## config.mk

```make
export PLATFORM = sky130hd
export DESIGN_NAME = dlp_div_cell
export DESIGN_NICKNAME = d
export VERILOG_FILES = /design/src/sv/dlp_pkg.sv /design/src/sv/dlp_div_cell.sv
export SDC_FILE = /design/constraint.sdc
export NUM_CORES = 1
export LEC_CHECK = 0
export ABC_AREA = 1
export BUFFER_PORTS_ARGS = -buffer_cell sky130_fd_sc_hd__buf_2
export CELL_PAD_IN_SITES_DETAIL_PLACEMENT = 0
export CELL_PAD_IN_SITES_GLOBAL_PLACEMENT = 2
export CORE_ASPECT_RATIO = 0.6
export CORE_MARGIN = 2
export CORE_UTILIZATION = 31
export DETAILED_ROUTE_END_ITERATION = 6
export GPL_ROUTABILITY_DRIVEN = 0
export PLACE_DENSITY_LB_ADDON = 0.1
export SYNTH_ARGS = -nofsm -noshare
export SYNTH_HDL_FRONTEND = slang
export SYNTH_SLANG_ARGS = --single-unit
```

## constraint.sdc

```tcl
create_clock -name i_clk -period 2.9 [get_ports i_clk]
set_input_delay 0.29 -clock i_clk [delete_from_list [all_inputs] [get_ports i_clk]]
set_output_delay 0.29 -clock i_clk [all_outputs]
set_load 0.005 [all_outputs]
```

## src/sv/dlp_pkg.sv

```systemverilog
// Shared types and constants for the distance LOD priority block.
// No dependencies; used by the cells and the top level.
package dlp_pkg;

    localparam int COORD_BITS_DEF     = 24;
    localparam int PRIO_FRAC_BITS_DEF = 14;
    localparam int LIMIT_W            = 25;              // cull limit, band start
    localparam int CLAMP_BITS         = 26;              // axis magnitude clamp 2^26
    localparam int MAG_W              = CLAMP_BITS + 1;  // clamped magnitude
    localparam int SUM_W              = 2 * MAG_W;       // sum of three squares
    localparam int RT_W               = MAG_W;           // square root width
    localparam int RM_W               = RT_W + 2;        // root remainder width
    localparam int PRIO_W             = 16;

    // Register indexes on the config port
    typedef enum logic [1:0] {
        REG_OBS_X = 2'd0,
        REG_OBS_Y = 2'd1,
        REG_OBS_Z = 2'd2,
        REG_CULL  = 2'd3
    } t_reg_idx;

    // One beat moving down the square-root chain
    typedef struct packed {
        logic               valid;
        logic               forced;
        logic [LIMIT_W-1:0] imp;
        logic [SUM_W-1:0]   n;
        logic [RM_W-1:0]    rem;
        logic [RT_W-1:0]    root;
    } t_sq;

    // Control tag moving down the divider chain
    typedef struct packed {
        logic valid;
        logic forced;
    } t_tag;

endpackage

```

## src/sv/dlp_div_cell.sv

```systemverilog
// One quotient bit of the pipelined restoring divider.
// Depends on dlp_pkg.
module dlp_div_cell #(
    parameter int RW = dlp_pkg::LIMIT_W + 1,
    parameter int QW = dlp_pkg::PRIO_FRAC_BITS_DEF + 2
) (
    input  logic                        i_clk,
    input  logic                        i_rst_n,
    input  logic                        i_en,
    input  dlp_pkg::t_tag               i_tag,
    input  logic [dlp_pkg::LIMIT_W-1:0] i_den,
    input  logic [RW-1:0]               i_rem,
    input  logic [QW-1:0]               i_num_lo,
    input  logic [QW-1:0]               i_quo,
    output dlp_pkg::t_tag               o_tag,
    output logic [dlp_pkg::LIMIT_W-1:0] o_den,
    output logic [RW-1:0]               o_rem,
    output logic [QW-1:0]               o_num_lo,
    output logic [QW-1:0]               o_quo
);
    import dlp_pkg::*;

    logic [RW:0]   w_rem2;
    logic [RW:0]   w_den;
    logic          w_ge;
    t_tag          r_tag;
    logic [LIMIT_W-1:0] r_den;
    logic [RW-1:0] r_rem;
    logic [QW-1:0] r_num_lo;
    logic [QW-1:0] r_quo;

    assign w_rem2 = {i_rem, i_num_lo[QW-1]};
    assign w_den  = (RW+1)'(i_den);
    assign w_ge   = (w_rem2 >= w_den);

    always_ff @(posedge i_clk) begin
        if (!i_rst_n) begin
            r_tag.valid <= 1'b0;
        end else if (i_en) begin
            r_tag.valid <= i_tag.valid;
        end
        if (i_en) begin
            r_tag.forced <= i_tag.forced;
            r_den        <= i_den;
            r_rem        <= w_ge ? RW'(w_rem2 - w_den) : RW'(w_rem2);
            r_num_lo     <= {i_num_lo[QW-2:0], 1'b0};
            r_quo        <= {i_quo[QW-2:0], w_ge};
        end
    end

    assign o_tag    = r_tag;
    assign o_den    = r_den;
    assign o_rem    = r_rem;
    assign o_num_lo = r_num_lo;
    assign o_quo    = r_quo;

endmodule

```

# ---- Word-level counts from Yosys, hierarchy flattened
# Cells that the tools add are included.
dict set report word_totals {
  inputBits 88
  out_inout_bits 85
  wordCells 9
  reg_bits 84
}
dict set report op_classes {
  add_sub_neg 1
  muxes 1
  n_lt_le_gt_ge 1
}
# cell count
set ops {}
lappend ops {{greater-or-equal comparator 27 x 25 -> 1 bit} 1}
lappend ops {{2-to-1 mux 26 bit} 1}
lappend ops {{subtractor 26 x 25 -> 26 bit} 1}

# ---- Longest topological paths before layout
dict set report logic_depth {
  depth_word 2
  mapped_depth 14
  ltp_nobuf 13
}

# ---- Worst setup path before layout
# OpenSTA, ideal clock, no wires.
dict set report synth_timing {
  kind {input to register}
  start {input i_den[11] (netlist bit)}
  end {register r_rem[17] (netlist: o_rem[17]), data pin}
  setup_time_ps 253
  slack_ps 1015
  arrival_time_ps 1632
  stages 13
  t_required_ps 2647
  n_path_buf 1
  path_cell_list {inv_1 -> ha_1 -> nand2_2 -> nor2_4 -> inv_2 -> nor2_4 -> and2_1 -> nand2_2 -> nand3_4 -> inv_6 -> buf_12 -> nand2_2 -> nand2_1}
}
dict set report synth_via {
  elab_chain_len 2
  word_cells_on_any_way 3
  cone_classes {add/sub: 1; order compare: 1; mux: 1}
}
# element line
set synth_lines {}
lappend synth_lines {{from (decl)} dlp_div_cell.sv:11} ;# input logic [dlp_pkg::LIMIT_W-1:0] i_den,
lappend synth_lines {{subtractor 26 x 25 -> 26 bit or greater-or-equal comparator 27 x 25 -> 1 bit (tied branches)} {dlp_div_cell.sv:45, dlp_div_cell.sv:34}}
lappend synth_lines {{2-to-1 mux 26 bit (*)} dlp_div_cell.sv:45} ;# r_rem <= w_ge ? RW'(w_rem2 - w_den) : RW'(w_rem2);
lappend synth_lines {{to (signal assigned)} dlp_div_cell.sv:45}
lappend synth_lines {{to (decl)} dlp_div_cell.sv:28} ;# logic [RW-1:0] r_rem;
# Mark *: on every way between the ends. The rest lies on a longest branch, timed or not.
# A chain may end at the register's enable or synchronous reset.

# ---- Final worst setup path
dict set report layout_timing {
  start {input i_den[10] (netlist bit)}
  end {register r_rem[22] (netlist: o_rem[22]), data pin}
}
# The elaborated chain is that of the path after synthesis.

==> results.md <==
- Die area: 0.01719 mm2
- Min-Delay Startpoint: i_quo[14]
- Register bit count reported by yosys: 84
- Critical Path AT: 2.31 ns
- H-Tree Depth: 3
- Post-synthesis instance total: 600
- Startpoint Class: input pin
- Reg clk slew, reported paths: 0.07 ns
- Multi-input combinational cell area: 0.001948 mm2
- Max Freq: 0.4767 GHz
- Clk root buf: clkbuf_16
- RSZ-0062 raised after global routing: false
- Slew Limit Fails: 0
- Status: complete, no violations
- I/O pins: 173
- Initial antenna violation count: 0
- Worst Skew: 0 ns
- Vias per cell: 4.290
- Maxcap violations: 0
- Syn nets: 714
- Clock Latency Late Sink: 0.35 ns
- Nets@finish: 893
- FF-to-FF path depth: 2
- Hold Crit Class: input pin to register
- IO Port Bufs: 170
- Initial core utilization: 0.3216
- DR pass1 iterations: 4
- Final setup TNS: 0 ns
- Post-CTS resize count: 0
- Clk sinks: 84
- WL final: 13,940 um
- Slew of the pin with the lowest slew margin: 1.086 ns
- Min Tclk post-route: 2.098 ns
- Seq/Total Area, Yosys: 0.5025
- Area Growth Syn to Fin: 28.03%
- Via count: 4,234
- Post-route ant nets: 0
- First-pass GRT wire length: 21,400 um
- CP Capture Type: register
- Endpoints failing setup: 0
- CTS Hold Bufs: 0
- Vias in the first global route: 4,026
- EDFF count, synth: 83
- Reg-to-Reg Start: o_tag[1]
- Avg Synthesized Cell Area: 8.333 um2
- Sequential cell area: 0.002512 mm2
- # Post-CTS Setup Buffers: 0
- Fraction of layout cells with a size suffix above 1: 0.2844
- Ant. Diodes: 0
- Worst slew margin: 0.2757
- TritonCTS buffer count: 9
- Cell Area, Synth: 0.005000 mm2
- Hold EP: o_quo[15]
- Crit-path max FO: 25
- WP data required: 3.11 ns
- Ys Warns: 0
- DR DRC count: 0
- Die Y: 102.4 um
- Core Util, Final: 0.4118
- Reg-to-reg slack, setup: 2.23 ns
- Die X-Extent: 168.0 um
- 1st-iter DRT viols: 273
- Top_reg_cell synth: edfxtp_1
- Clock buffer depth: 2
- Hold Path Depth: 1
- Pin count of the biggest net entering global routing: 86
- HPWL after DPL: 11,190 um
- Total GRT Usage: 0.1648
- Worst r2r dst: o_tag[1]
- WL/cell: 14.13 um
- Static leakage: 0.003356 uW
- Post-synth cell types: 28
- Fillers: 1,627
- Core footprint: 0.01555 mm2
- Worst vdd ir: 0.1983 mV
- Post-synth ARST share: 0
- Grt total ovfl: 0
- P per Cell Area: 557.6 mW/mm2
- Period utilization: 0.7233
- Crit Path Class: input pin to register
- Hold Violations, Final: 0
- Row count: 35
- TritonCTS clock tree: done
-- metal layers --
metal  track usage  routed length [um]  up-vias
li1              -                   -     2226
met1        0.2609                7670     1860
met2        0.2177                5060      132
met3       0.04067                1064       16
met4       0.04080                 149        0
met5             0                   0        -
-- critical path, stage by stage --
cell and delay, ns:
buf_2 0.09, inv_1 0.04, ha_1 0.34, nand2_1 0.17
inv_1 0.08, nand2_1 0.10, inv_1 0.06, nand2_1 0.09
nand3_2 0.18, nand2_2 0.13, nand3_4 0.21, inv_6 0.29
nand2_2 0.14, nand2_1 0.09
-- power breakdown --
group,switching [uW],leakage [uW],internal [uW],total [uW]
clock,541,0.000163,769,1310
sequential,25.6,0.000821,1490,1510
combinational,458,0.00237,290,748
-- synthesized netlist by cell type, drive strengths merged (2+ instances only) --
| cell type | n | area share |
|---|---|---|
| nand2 | 238 | 0.19 |
| buf | 5 | 0.012 |
| ha | 25 | 0.063 |
| o21ai | 3 | 0.0030 |
| nand3b | 4 | 0.0060 |
| inv | 126 | 0.096 |
| nand4 | 8 | 0.010 |
| a21oi | 14 | 0.016 |
| or2 | 2 | 0.0025 |
| xor2 | 11 | 0.019 |
| and2 | 2 | 0.0025 |
| nand3 | 38 | 0.042 |
| nor2 | 37 | 0.035 |
| edfxtp | 83 | 0.50 |
-- layout make-up --
class	count	area share
inverters	126	0.07467
multi-input cells	385	0.3043
flip-flops and latches	84	0.3925
clock inverters	7	0.01681
repair buffers	173	0.1368
clock buffers	9	0.03518
well taps	203	0.03968
-- registers in the layout, indices dropped and copies added, names as in the netlist --
register  flops
o_rem        26
o_quo        16
o_num_lo     15
o_den        25
o_tag         2
-- worst max-delay path by stage --
stage,startpoint,end,slack (ns),cells past startpoint
after floorplan,i_den[11],o_rem[17],1.01,13
after global placement,i_den[21],o_rem[22],0.47,12
after detailed placement,i_den[9],o_rem[22],0.49,14
after CTS,i_den[9],o_rem[22],0.85,14
after global routing,i_den[22],o_rem[22],0.65,12
final,i_den[10],o_rem[22],0.80,14
-- placed cells by master, fill, tap and decap left out, types with 2 or more instances in the layout --
cell	n
a21oi_1	12
a21oi_2	2
and2_1	2
buf_2	169
buf_4	4
bufinv_16	2
clkbuf_16	9
edfxtp_1	83
ha_1	25
inv_1	121
inv_2	4
inv_6	3
nand2_1	223
nand2_2	15
nand3_1	36
nand3b_1	4
nand4_1	8
nor2_1	29
nor2_2	5
nor2_4	3
o21ai_0	3
or2_2	2
xor2_1	11
-- logic make-up after synthesis --
logic type,synth area share
AND/OR/NAND/NOR,0.2845
XOR/XNOR,0.01927
AO/OA/AOI/OAI,0.01852
other,0.0007500
flip-flops,0.5025
buffers and inverters,0.1079
adder cells (fa/ha/maj),0.06657
-- per-stage QoR --
step,instance area (um2),cells,total power (uW),hold slack (ns),worst slack (ns)
floorplan,5000,600,1954,0.3835,1.015
global placement,6068,971,2286,0.4676,0.4659
detailed placement,6068,971,2291,0.4683,0.4912
CTS,6401,987,3604,0.1011,0.8483
global route,6401,987,3754,0.1018,0.6527
finish,6401,987,3569,0.1101,0.8024
Power figures use the tool's default switching activity.
