### config.mk
export PLATFORM = sky130hd
export DESIGN_NAME = dlp_sqrt_cell
export DESIGN_NICKNAME = d
export VERILOG_FILES = /design/src/sv/dlp_pkg.sv /design/src/sv/dlp_sqrt_cell.sv
export SDC_FILE = /design/constraint.sdc
export NUM_CORES = 1
export LEC_CHECK = 0
export ABC_CLOCK_PERIOD_IN_PS = 3740
export BUFFER_PORTS_ARGS = -buffer_cell sky130_fd_sc_hd__buf_4
export CORE_MARGIN = 2
export CORE_UTILIZATION = 48
export DETAILED_ROUTE_END_ITERATION = 8
export PLACE_DENSITY_LB_ADDON = 0.08
export SLEW_MARGIN = 40
export SYNTH_ARGS = -nofsm -noshare
export SYNTH_HDL_FRONTEND = slang
export SYNTH_SLANG_ARGS = --single-unit
### constraint.sdc
create_clock -name i_clk -period 3.74 [get_ports i_clk]
set_input_delay 0.561 -clock i_clk [delete_from_list [all_inputs] [get_ports i_clk]]
set_output_delay 0.561 -clock i_clk [all_outputs]
set_load 0.02 [all_outputs]
### src/sv/dlp_pkg.sv
// Shared types and constants for the distance LOD priority block.
// No dependencies; used by the cells and the top level.
package dlp_pkg;

    localparam int COORD_BITS_DEF     = 24;
    localparam int PRIO_FRAC_BITS_DEF = 14;
    localparam int LIMIT_W            = 25;              // cull limit, band start
    localparam int CLAMP_BITS         = 26;              // axis magnitude clamp 2^26
    localparam int MAG_W              = CLAMP_BITS + 1;  // clamped magnitude
    localparam int SUM_W              = 2 * MAG_W;       // sum of three squares
    localparam int RT_W               = MAG_W;           // square root width
    localparam int RM_W               = RT_W + 2;        // root remainder width
    localparam int PRIO_W             = 16;

    // Register indexes on the config port
    typedef enum logic [1:0] {
        REG_OBS_X = 2'd0,
        REG_OBS_Y = 2'd1,
        REG_OBS_Z = 2'd2,
        REG_CULL  = 2'd3
    } t_reg_idx;

    // One beat moving down the square-root chain
    typedef struct packed {
        logic               valid;
        logic               forced;
        logic [LIMIT_W-1:0] imp;
        logic [SUM_W-1:0]   n;
        logic [RM_W-1:0]    rem;
        logic [RT_W-1:0]    root;
    } t_sq;

    // Control tag moving down the divider chain
    typedef struct packed {
        logic valid;
        logic forced;
    } t_tag;

endpackage

### src/sv/dlp_sqrt_cell.sv
// One bit of the pipelined restoring integer square root.
// Depends on dlp_pkg.
module dlp_sqrt_cell (
    input  logic          i_clk,
    input  logic          i_rst_n,
    input  logic          i_en,
    input  dlp_pkg::t_sq  i_sq,
    output dlp_pkg::t_sq  o_sq
);
    import dlp_pkg::*;

    logic [RM_W-1:0] w_cand;
    logic [RM_W-1:0] w_trial;
    t_sq             n_sq;
    t_sq             r_sq;

    always_comb begin
        w_cand  = RM_W'({i_sq.rem, i_sq.n[SUM_W-1 -: 2]});
        w_trial = RM_W'({i_sq.root, 2'b01});
        n_sq    = i_sq;
        n_sq.n  = {i_sq.n[SUM_W-3:0], 2'b00};
        if (w_cand >= w_trial) begin
            n_sq.rem  = w_cand - w_trial;
            n_sq.root = {i_sq.root[RT_W-2:0], 1'b1};
        end else begin
            n_sq.rem  = w_cand;
            n_sq.root = {i_sq.root[RT_W-2:0], 1'b0};
        end
    end

    // only the valid bit is reset; data follows the enable
    always_ff @(posedge i_clk) begin
        if (!i_rst_n) begin
            r_sq.valid <= 1'b0;
        end else if (i_en) begin
            r_sq.valid <= n_sq.valid;
        end
        if (i_en) begin
            r_sq.forced <= n_sq.forced;
            r_sq.imp    <= n_sq.imp;
            r_sq.n      <= n_sq.n;
            r_sq.rem    <= n_sq.rem;
            r_sq.root   <= n_sq.root;
        end
    end

    assign o_sq = r_sq;

endmodule

**Word-level counts from Yosys, hierarchy flattened**

Index checks and enable logic that the tools add are counted.

- Word-level logic and storage cells: 9
- Bits of input ports: 140
- Output and inout bits: 137
- Register bits: 135

- Multiplexer cells: 1
- Add/subtract/negate cells: 1
- Order comparisons: 1

Operators by type and width:

| cell | number |
|---|---|
| $mux 56 | 1 |
| $ge 29x29->1 | 1 |
| $sub 29x29->29 | 1 |

**Logic depth before layout (Yosys ltp)**

Gate-level depths: netlist of the first run.

- Depth in word-level cells: 2
- Gate-level depth with buffers: 12
- Mapped depth without buffers: 10

**Worst setup path before layout of the first run**

OpenSTA, ideal clock, no wires.

- Kind: input-to-reg
- From: input i_sq[10] (netlist bit)
- To: register r_sq (netlist bit o_sq[43]) (data pin)
- Setup time: 0.260 ns
- Required time: 3.480 ns
- Buffers on the path: 2
- Cell stages on the path: 12
- Path slack: 0.615 ns
- Arrival: 2.866 ns
- Cell sequence: inv_1 -> ha_1 -> buf_4 -> and4_4 -> nand3_4 -> or4_4 -> o31ai_4 -> a211oi_2 -> or2_4 -> inv_6 -> buf_8 -> mux2_2

RTL lines:

| element | RTL line | RTL |
|---|---|---|
| start, declared | dlp_sqrt_cell.sv:7 | `input dlp_pkg::t_sq i_sq,` |
| end, declared | dlp_sqrt_cell.sv:15 | `t_sq r_sq;` |

==> results_dict.tcl, run 1 <==
set metrics [dict create \
    final_cell_area_um2 9150 \
    dieArea_um2 14100 \
    grt_use_total_pct 24.5 \
    cts_buffers 17 \
    synth_edf_count 134 \
    antenna_found_initial 0 \
    crit_type "in -> reg" \
    seq_area_um2 4040 \
    min_period_over_period_pct 81.3 \
    dpl.hpwl_um 12800 \
    synthToLayoutAreaGrowth_pct 45.0 \
    largest_reg_flops 135 \
    io_pins 277 \
    detail_route.wl_per_cell_um 18.6 \
    synth.top_cell.area_share_pct 63.7 \
    ys_ff_latch 135 \
    drv_cap 0 \
    leakage_nw 4.00 \
    yosysWarnings 0 \
    hp-class "in -> reg" \
    num_rows 41 \
    path_max_fanout 19 \
    p_total_mw 4.69 \
    vias 4871 \
    nets 910 \
    place_area_um2 8500 \
    grt_max_degree 79 \
    cts_sinks 135 \
    crit_path_end_kind "flop" \
    grt_pass1_wl_um 26200 \
    nFillCells 911 \
    rsz0062_at_grt "no" \
    outcome "completed" \
    slew_headroom_pct 50.8 \
    synth-main-ff-cell "edfxtp_1" \
    overflow 0 \
    start_util_pct 49.6 \
    final_hold_viol_count 0 \
    finalCriticalPeriod_ps 3040 \
    place_congestion 0.894 \
    hold_buffers 0 \
    cts_buffer_depth 2 \
    synth_area_um2 6310 \
    path_clk_slew_ps 60 \
    finalSetupTns_ps 0 \
    cts.repair.resized 0 \
    postCtsSetupRepairBufs 0 \
    fmax_mhz 329 \
    cts_htree_levels 4 \
    worstPathRequired_ps 3910 \
    via_per_inst 5.26 \
    io_buffers 272 \
    clock_latency_ps 420 \
    peakVddDrop_mv 0.273 \
    drc_errors 0 \
    finalSetupViolCount 0 \
    ys_types 63 \
    drive_gt1_share_pct 45.2 \
    netlist_instances 459 \
    powerDensity_nw_per_um2 512 \
    die_h_um 119 \
    finalMaxSlewViolations 0 \
    cts_tree "yes" \
    grt_pass1_vias 4749 \
    synth_top_area_cell "edfxtp_1" \
    critPathLaunchType "input port" \
    multi_input_area_um2 1990 \
    synthArstFlopShare_pct 0 \
    drt_wl_total_um 17200 \
    synth.area.top_cells "edfxtp_1 64%, ha_1 5.7%, mux2_2 2.9%" \
    drtPass1Iterations 7 \
    synth_seq_area_share_pct 64.0 \
    dieWidth_um 119 \
    design.core.area_um2 12700 \
    worstPathArrival_ps 3210 \
    final_antenna_net_count 0 \
    worst_pin_slew_ps 738 \
    skew_ps 0 \
    n_antenna_cell 0 \
    clockRootBuffer "clkbuf_16" \
    syn_avg_cell_area_um2 13.8 \
    drt_iter0_drc 398 \
]
==> per-stage QoR <==
stage / hold slack, ps / setup slack (ps) / cells / utilization, %
4_1_cts: 299 / 714 / 926 / 72.0
2_1_floorplan: 589 / 615 / 460 / -
6_report: 316 / 701 / 926 / 72.0
5_1_grt: 299 / 570 / 926 / 72.0
3_3_place_gp: 510 / 287 / 894 / 66.8
3_5_place_dp: 518 / 277 / 894 / 66.8
==> metal layers <==
layer / track usage [%] / wire (µm)
met2: 42.6 / 8890
met1: 28.2 / 6460
met3: 7.14 / 1410
met5: 0 / 0
met4: 10.1 / 475
==> cell families after synthesis <==
kind of cell    after synthesis  synth area share (%)
simple gates                 89                  7.51
flops                       135                  64.0
other cells                   1                0.0594
compound gates              110                  11.6
xor+xnor                     22                  3.05
mux                          20                  3.53
fa+ha+maj                    29                  5.75
buf+inv                      53                  4.46
==> power breakdown <==
part | switching, mW | internal [mW] | leakage (nW)
sequential | 0.0392 | 1.83 | 1.32
combinational | 0.539 | 0.436 | 2.37
clock | 0.653 | 1.19 | 0.313
total | 1.23 | 3.46 | 4.00
==> synthesized netlist by cell type, types with 5 or more instances <==
master / number
xnor2_1: 14
o21a_1: 9
nor3_1: 9
edfxtp_1: 134
a21o_1: 13
nand3_1: 9
nand4_1: 5
nor2_1: 19
buf_4: 7
a21oi_1: 22
nand2_1: 20
mux2_2: 16
ha_1: 29
and3_1: 6
xor2_1: 8
inv_1: 35
o21ai_0: 33
==> worst max-delay path, cell delays in order <==
cell      delay (ps)
buf_4             80
inv_1             30
ha_1             410
and4_4           300
nand3_4          100
or4_4            510
o31ai_4          190
a211oi_2          60
or2_4            360
inv_6            220
mux2_2           370
==> path summary, 6_finish.rpt <==
path,startpoint,end,slack [ps],cells after the start
min reg2reg,o_sq[136],o_sq[136],530,2
min,i_sq[93],o_sq[95],320,1
max,i_sq[9],o_sq[43],700,11
max reg2reg,o_sq[136],o_sq[136],3150,2
==> cell type report <==
type	count	area share (%)
Clock buffer	18	4.69
Clock inverter	14	2.42
Inverter	36	1.53
Multi-Input combinational cell	272	21.8
Sequential cell	135	44.2
Tap cell	172	2.35
Timing Repair Buffer	279	23.1
==> placed cells by master (no fill, tap or decap), drive strengths merged, types with 13 or more instances in the layout <==
cell    count
a21o       13
a21oi      22
buf       279
clkbuf     18
edfxtp    134
ha         29
inv        39
mux2       18
nand2      20
nor2       19
o21ai      33
xnor2      14
(Power assumes the default switching activity.)
==> inputs of run 2 (changes only) <==
Settings changed: ABC_CLOCK_PERIOD_IN_PS 3740 to 2900.
Clock period 3.74 ns to 2.9 ns, I/O delays scaled along.
==> run 2 against run 1 <==
Net effect: sequential power up 29%; total power is 27% higher; clock-buffer cell count did not move; clock power grew 19%; critical path type unchanged; highest routed layer unchanged; critical path depth did not move; setup slack worse by 430 ps; clock skew did not move; via count up 4.2%; register-to-register slack worse by 840 ps.
==> results_dict.tcl, run 2 (synthesis gave the netlist of run 1 again) <==
set metrics [dict create \
    grt_use_total_pct 25.8 \
    cts_htree_levels 4 \
    outcome "completed" \
    cts_tree "yes" \
    finalSetupViolCount 0 \
    io_buffers 272 \
    critPathLaunchType "input port" \
    drive_gt1_share_pct 48.7 \
    seqPwrFrac_pct 40.5 \
    place_congestion 0.903 \
    cts_buffers 17 \
    fmax_mhz 380 \
    drv_cap 0 \
    finalMaxSlewViolations 0 \
    path_max_fanout 19 \
    final_antenna_net_count 0 \
    top_usage_layer "met2" \
    crit_path_top_delay_cell "or4_4" \
    crit_type "in -> reg" \
    worst_pin_slew_ps 508 \
    multi_input_area_um2 2050 \
    dpl_worst_slack_ps -149 \
    drtPass1Iterations 5 \
    postCtsSetupRepairBufs 0 \
    powerDensity_nw_per_um2 630 \
    grt_pass1_wl_um 27800 \
    drc_errors 0 \
    design.core.area_um2 12700 \
    grt_pass1_vias 5132 \
    via_per_inst 5.27 \
    dieWidth_um 119 \
    num_rows 41 \
    p_comb_share_pct 22.8 \
    grt_max_degree 54 \
    vias 5078 \
    crit_path_end_kind "flop" \
    met1_usage_pct 28.0 \
    finalCriticalPeriod_ps 2630 \
    seq_area_um2 4040 \
    cts.repair.resized 0 \
    synthToLayoutAreaGrowth_pct 49.7 \
    path_clk_slew_ps 60 \
    min_period_over_period_pct 90.7 \
    clockRootBuffer "clkbuf_16" \
    leakage_nw 4.16 \
    stdcell_count 964 \
    skew_ps 0 \
    setup_ws_ps 271 \
    antenna_found_initial 0 \
    grt_use_met2_pct 47.2 \
    largest_reg_flops 135 \
    p_int_mw 4.35 \
    layout_commonest_cell "buf_4" \
    die_h_um 119 \
    worstPathArrival_ps 2790 \
    r2r_slack_ps 2310 \
    slew_headroom_pct 66.1 \
    io_pins 277 \
    switching_share_pct 26.9 \
    mostFrequentLayoutCells "315 x buf_4, 134 x edfxtp_1, 33 x o21ai_0, 32 x inv_1, 25 x ha_1" \
    peakVddDrop_mv 0.293 \
    clock_latency_ps 420 \
    cts_buffer_depth 2 \
    dpl.hpwl_um 13600 \
    dp.cells 932 \
    met3_usage_pct 7.29 \
    n_antenna_cell 0 \
    drt_wl_total_um 17900 \
    path_common_cell "inv_6" \
    cts_sinks 135 \
    hp-class "in -> reg" \
    cp_cell_sequence "buf_4 -> inv_6 -> ha_4 -> and4_4 -> nand3_4 -> or4_4 -> o31ai_4 -> a211oi_2 -> or2_4 -> inv_6 -> mux2_2" \
    hold_buffers 0 \
    overflow 0 \
    p_clk_share_pct 36.7 \
    rsz0062_at_grt "no" \
    drt_iter0_drc 360 \
    max_stage_delay_ps 500 \
    nets 948 \
    worstPathRequired_ps 3060 \
    nFillCells 881 \
    final_hold_viol_count 0 \
    p_sw_mw 1.60 \
    detail_route.wl_per_cell_um 18.6 \
    start_util_pct 49.6 \
    dieArea_um2 14100 \
]
## run 2: power groups by stage
stage | combinational, mW | clock [mW] | sequential, mW
floorplan | 0.468 | 0 | 2.69
global placement | 1.32 | 0 | 2.44
detailed placement | 1.35 | 0 | 2.45
CTS | 1.36 | 2.23 | 2.41
global route | 1.45 | 2.30 | 2.43
finish | 1.36 | 2.19 | 2.41
## run 2: final cells by class
type	count	area share, %
sequential	135	42.8
clock inverter	14	1.85
multi-input combinational	272	21.7
timing repair buffer	317	25.3
tap	172	2.28
clock buffer	18	4.54
inverter	36	1.56
## run 2: worst max-delay path: cells and delay by family
| kind | cells | cell delay (ps) |
|---|---|---|
| multiplexers | 1 | 370 |
| adder cells (fa/ha/maj) | 1 | 250 |
| buffers and inverters | 3 | 330 |
| AND/OR/NAND/NOR | 4 | 1130 |
| AO/OA/AOI/OAI | 2 | 260 |
## run 2: layer usage
layer,vias up,share of wire [%]
li1,2383,-
met1,2417,36
met2,237,54
met3,41,6.9
met4,0,3.0
met5,-,0
## run 2: through the flow
| step | cell area, µm² | hold slack [ps] | TNS [ps] | utilization [%] | power [mW] |
|---|---|---|---|---|---|
| after floorplan | 6390 | 534 | -190 | - | 3.15 |
| after global placement | 8850 | 506 | -1580 | 69.6 | 3.77 |
| after detailed placement | 8850 | 512 | -2330 | 69.6 | 3.80 |
| after CTS | 9450 | 177 | 0 | 74.3 | 6.00 |
| after global routing | 9450 | 171 | 0 | 74.3 | 6.18 |
| final | 9450 | 188 | 0 | 74.3 | 5.95 |
## run 2: worst paths after layout
kind         startpoint   endpoint  cells past startpoint
min            i_sq[76]   o_sq[78]                      1
max            i_sq[10]   o_sq[34]                     11
min reg2reg   o_sq[136]  o_sq[136]                      2
max reg2reg   o_sq[136]  o_sq[136]                      2
==> inputs of run 3 (changes only) <==
Settings changed: ABC_AREA set to 1.
==> run 3 against run 2 <==
Net effect: critical path depth grew 1; setup slack gained 490 ps; critical path type unchanged; highest routed layer unchanged; critical endpoint is now o_sq[53]; die area is 9.1% higher; maximum frequency up 23%; largest cell class unchanged.
==> results_dict.tcl, run 3 <==
set metrics [dict create \
    outcome "completed" \
    crit_type "in -> reg" \
    drtPass1Iterations 5 \
    netlist_instances 732 \
    crit_path_end_kind "flop" \
    hp-class "in -> reg" \
    syn_avg_cell_area_um2 9.44 \
    synthArstFlopShare_pct 0 \
    ys_types 27 \
    synth.top_cell.area_share_pct 58.2 \
    synth-main-ff-cell "edfxtp_1" \
    worst_pin_slew_ps 501 \
    postCtsSetupRepairBufs 0 \
    cts_tree "yes" \
    largest_reg_flops 135 \
    skew_ps 0 \
    switching_share_pct 28.2 \
    finalSetupViolCount 0 \
    vias 5886 \
    grt_pass1_wl_um 29600 \
    rsz0062_at_grt "no" \
    synthToLayoutAreaGrowth_pct 41.8 \
    die_h_um 124 \
    nets 1194 \
    ys_ff_latch 135 \
    min_period_over_period_pct 73.7 \
    grt_use_total_pct 26.1 \
    cts_sinks 135 \
    fmax_mhz 468 \
    dieArea_um2 15400 \
    p_sw_mw 1.68 \
    start_util_pct 49.4 \
    detail_route.wl_per_cell_um 16.4 \
    drt_iter0_drc 411 \
    dp.cells 1186 \
    finalSetupTns_ps 0 \
    yosysWarnings 0 \
    final_antenna_net_count 0 \
    finalMaxSlewViolations 0 \
    p_comb_share_pct 21.9 \
    drc_errors 0 \
    synth.area.top_cells "edfxtp_1 58%, nand2_1 14%, inv_1 7.4%" \
    grt_pass1_vias 5548 \
    yosysMostFrequentCell "nand2_1" \
    critPathLaunchType "input port" \
    slew_headroom_pct 66.6 \
    dieWidth_um 124 \
    final_util_pct 70.1 \
    place_area_um2 9190 \
    powerDensity_nw_per_um2 609 \
    p_int_mw 4.28 \
    layout_commonest_cell "buf_4" \
    io_buffers 272 \
    grt_max_degree 54 \
    synth_top_area_cell "edfxtp_1" \
    drive_gt1_share_pct 32.5 \
    cts_buffer_depth 2 \
    dpl.hpwl_um 15500 \
    drt_wl_total_um 20000 \
    worstPathRequired_ps 3070 \
    synth_seq_area_share_pct 58.5 \
    p_clk_share_pct 37.7 \
    synth_area_um2 6910 \
    finalCriticalPeriod_ps 2140 \
    final_hold_viol_count 0 \
    leakage_nw 4.95 \
    num_rows 43 \
    overflow 0 \
    cts.repair.resized 0 \
    peakVddDrop_mv 0.365 \
    mostFrequentLayoutCells "280 x buf_4, 254 x nand2_1, 136 x inv_1, 134 x edfxtp_1, 62 x nand3_1" \
    worstPathArrival_ps 2310 \
    synth_edf_count 134 \
    design.core.area_um2 14000 \
    io_pins 277 \
    drv_cap 0 \
    clock_latency_ps 410 \
    n_antenna_cell 0 \
    cts_buffers 17 \
    synthTopCellsByCount "254 x nand2_1, 136 x inv_1, 134 x edfxtp_1" \
    place_congestion 0.969 \
    antenna_found_initial 0 \
    hold_buffers 0 \
    via_per_inst 4.83 \
    cts_htree_levels 4 \
    nFillCells 1132 \
    final_cell_area_um2 9800 \
    clockRootBuffer "clkbuf_16" \
    path_max_fanout 10 \
    stdcell_count 1218 \
    seqPwrFrac_pct 40.4 \
    path_clk_slew_ps 60 \
]
[run 3: cell count changes in the layout (fill, tap and decap cells not counted), moves of 15 or more]
| cell | change |
|---|---|
| buf_4 | -35 |
| nand3_1 | +53 |
| mux2_2 | -15 |
| nand2_1 | +234 |
| o21ai_0 | -32 |
| inv_1 | +104 |
[run 3: final cells by class]
class	count	area, µm²	area share, %
inverter	137	514	5.25
timing repair buffer	282	2130	21.8
tap	180	225	2.30
clock inverter	13	170	1.74
multi-input combinational	452	2270	23.2
clock buffer	19	443	4.52
sequential	135	4040	41.3
[run 3: cells by family after synthesis]
logic type / after synthesis / share of synthesized area, %
adder cells (fa/ha/maj): 29 / 5.25
buffers and inverters: 146 / 8.69
XOR/XNOR: 12 / 1.52
flip-flops: 135 / 58.5
AO/OA/AOI/OAI: 21 / 1.56
other: 1 / 0.0543
AND/OR/NAND/NOR: 388 / 24.4
[run 3: worst paths after layout]
check	start	to	slack [ps]	cells past startpoint
worst min-delay path	i_sq[68]	o_sq[70]	190	1
worst min register to register	o_sq[136]	o_sq[136]	560	2
worst max-delay path	i_sq[18]	o_sq[53]	760	12
worst max register to register	o_sq[136]	o_sq[136]	2260	2
[run 3: stage by stage]
step	total power [mW]	hold slack [ps]	setup slack [ps]
2_1_floorplan	3.15	528	918
5_1_grt	6.22	171	573
6_report	5.97	190	763
4_1_cts	6.00	176	792
3_3_place_gp	3.73	533	370
3_5_place_dp	3.75	558	343
[run 3: per-layer routing]
metal	global-route usage, %	up-vias	wire (µm)
met2	45.1	221	9880
met1	29.7	2692	7750
met5	0	-	0
met4	10.4	0	600
li1	-	2939	-
met3	8.93	34	1740
[run 3: critical path: stages]
cell and delay, ps:
buf_4 90, inv_1 40, ha_1 340, nand2_1 170, inv_1 60, a21oi_1 210
nand2_1 100, a21oi_1 170, nand3_2 270, buf_4 260, nand3_1 100, nand2_1 60
[run 3: power groups by stage]
stage / Clock, mW / Combinational, mW / Sequential [mW]
floorplan: 0 / 0.462 / 2.69
CTS: 2.28 / 1.31 / 2.41
finish: 2.25 / 1.31 / 2.41
global route: 2.36 / 1.43 / 2.43
detailed placement: 0 / 1.30 / 2.45
global placement: 0 / 1.29 / 2.45
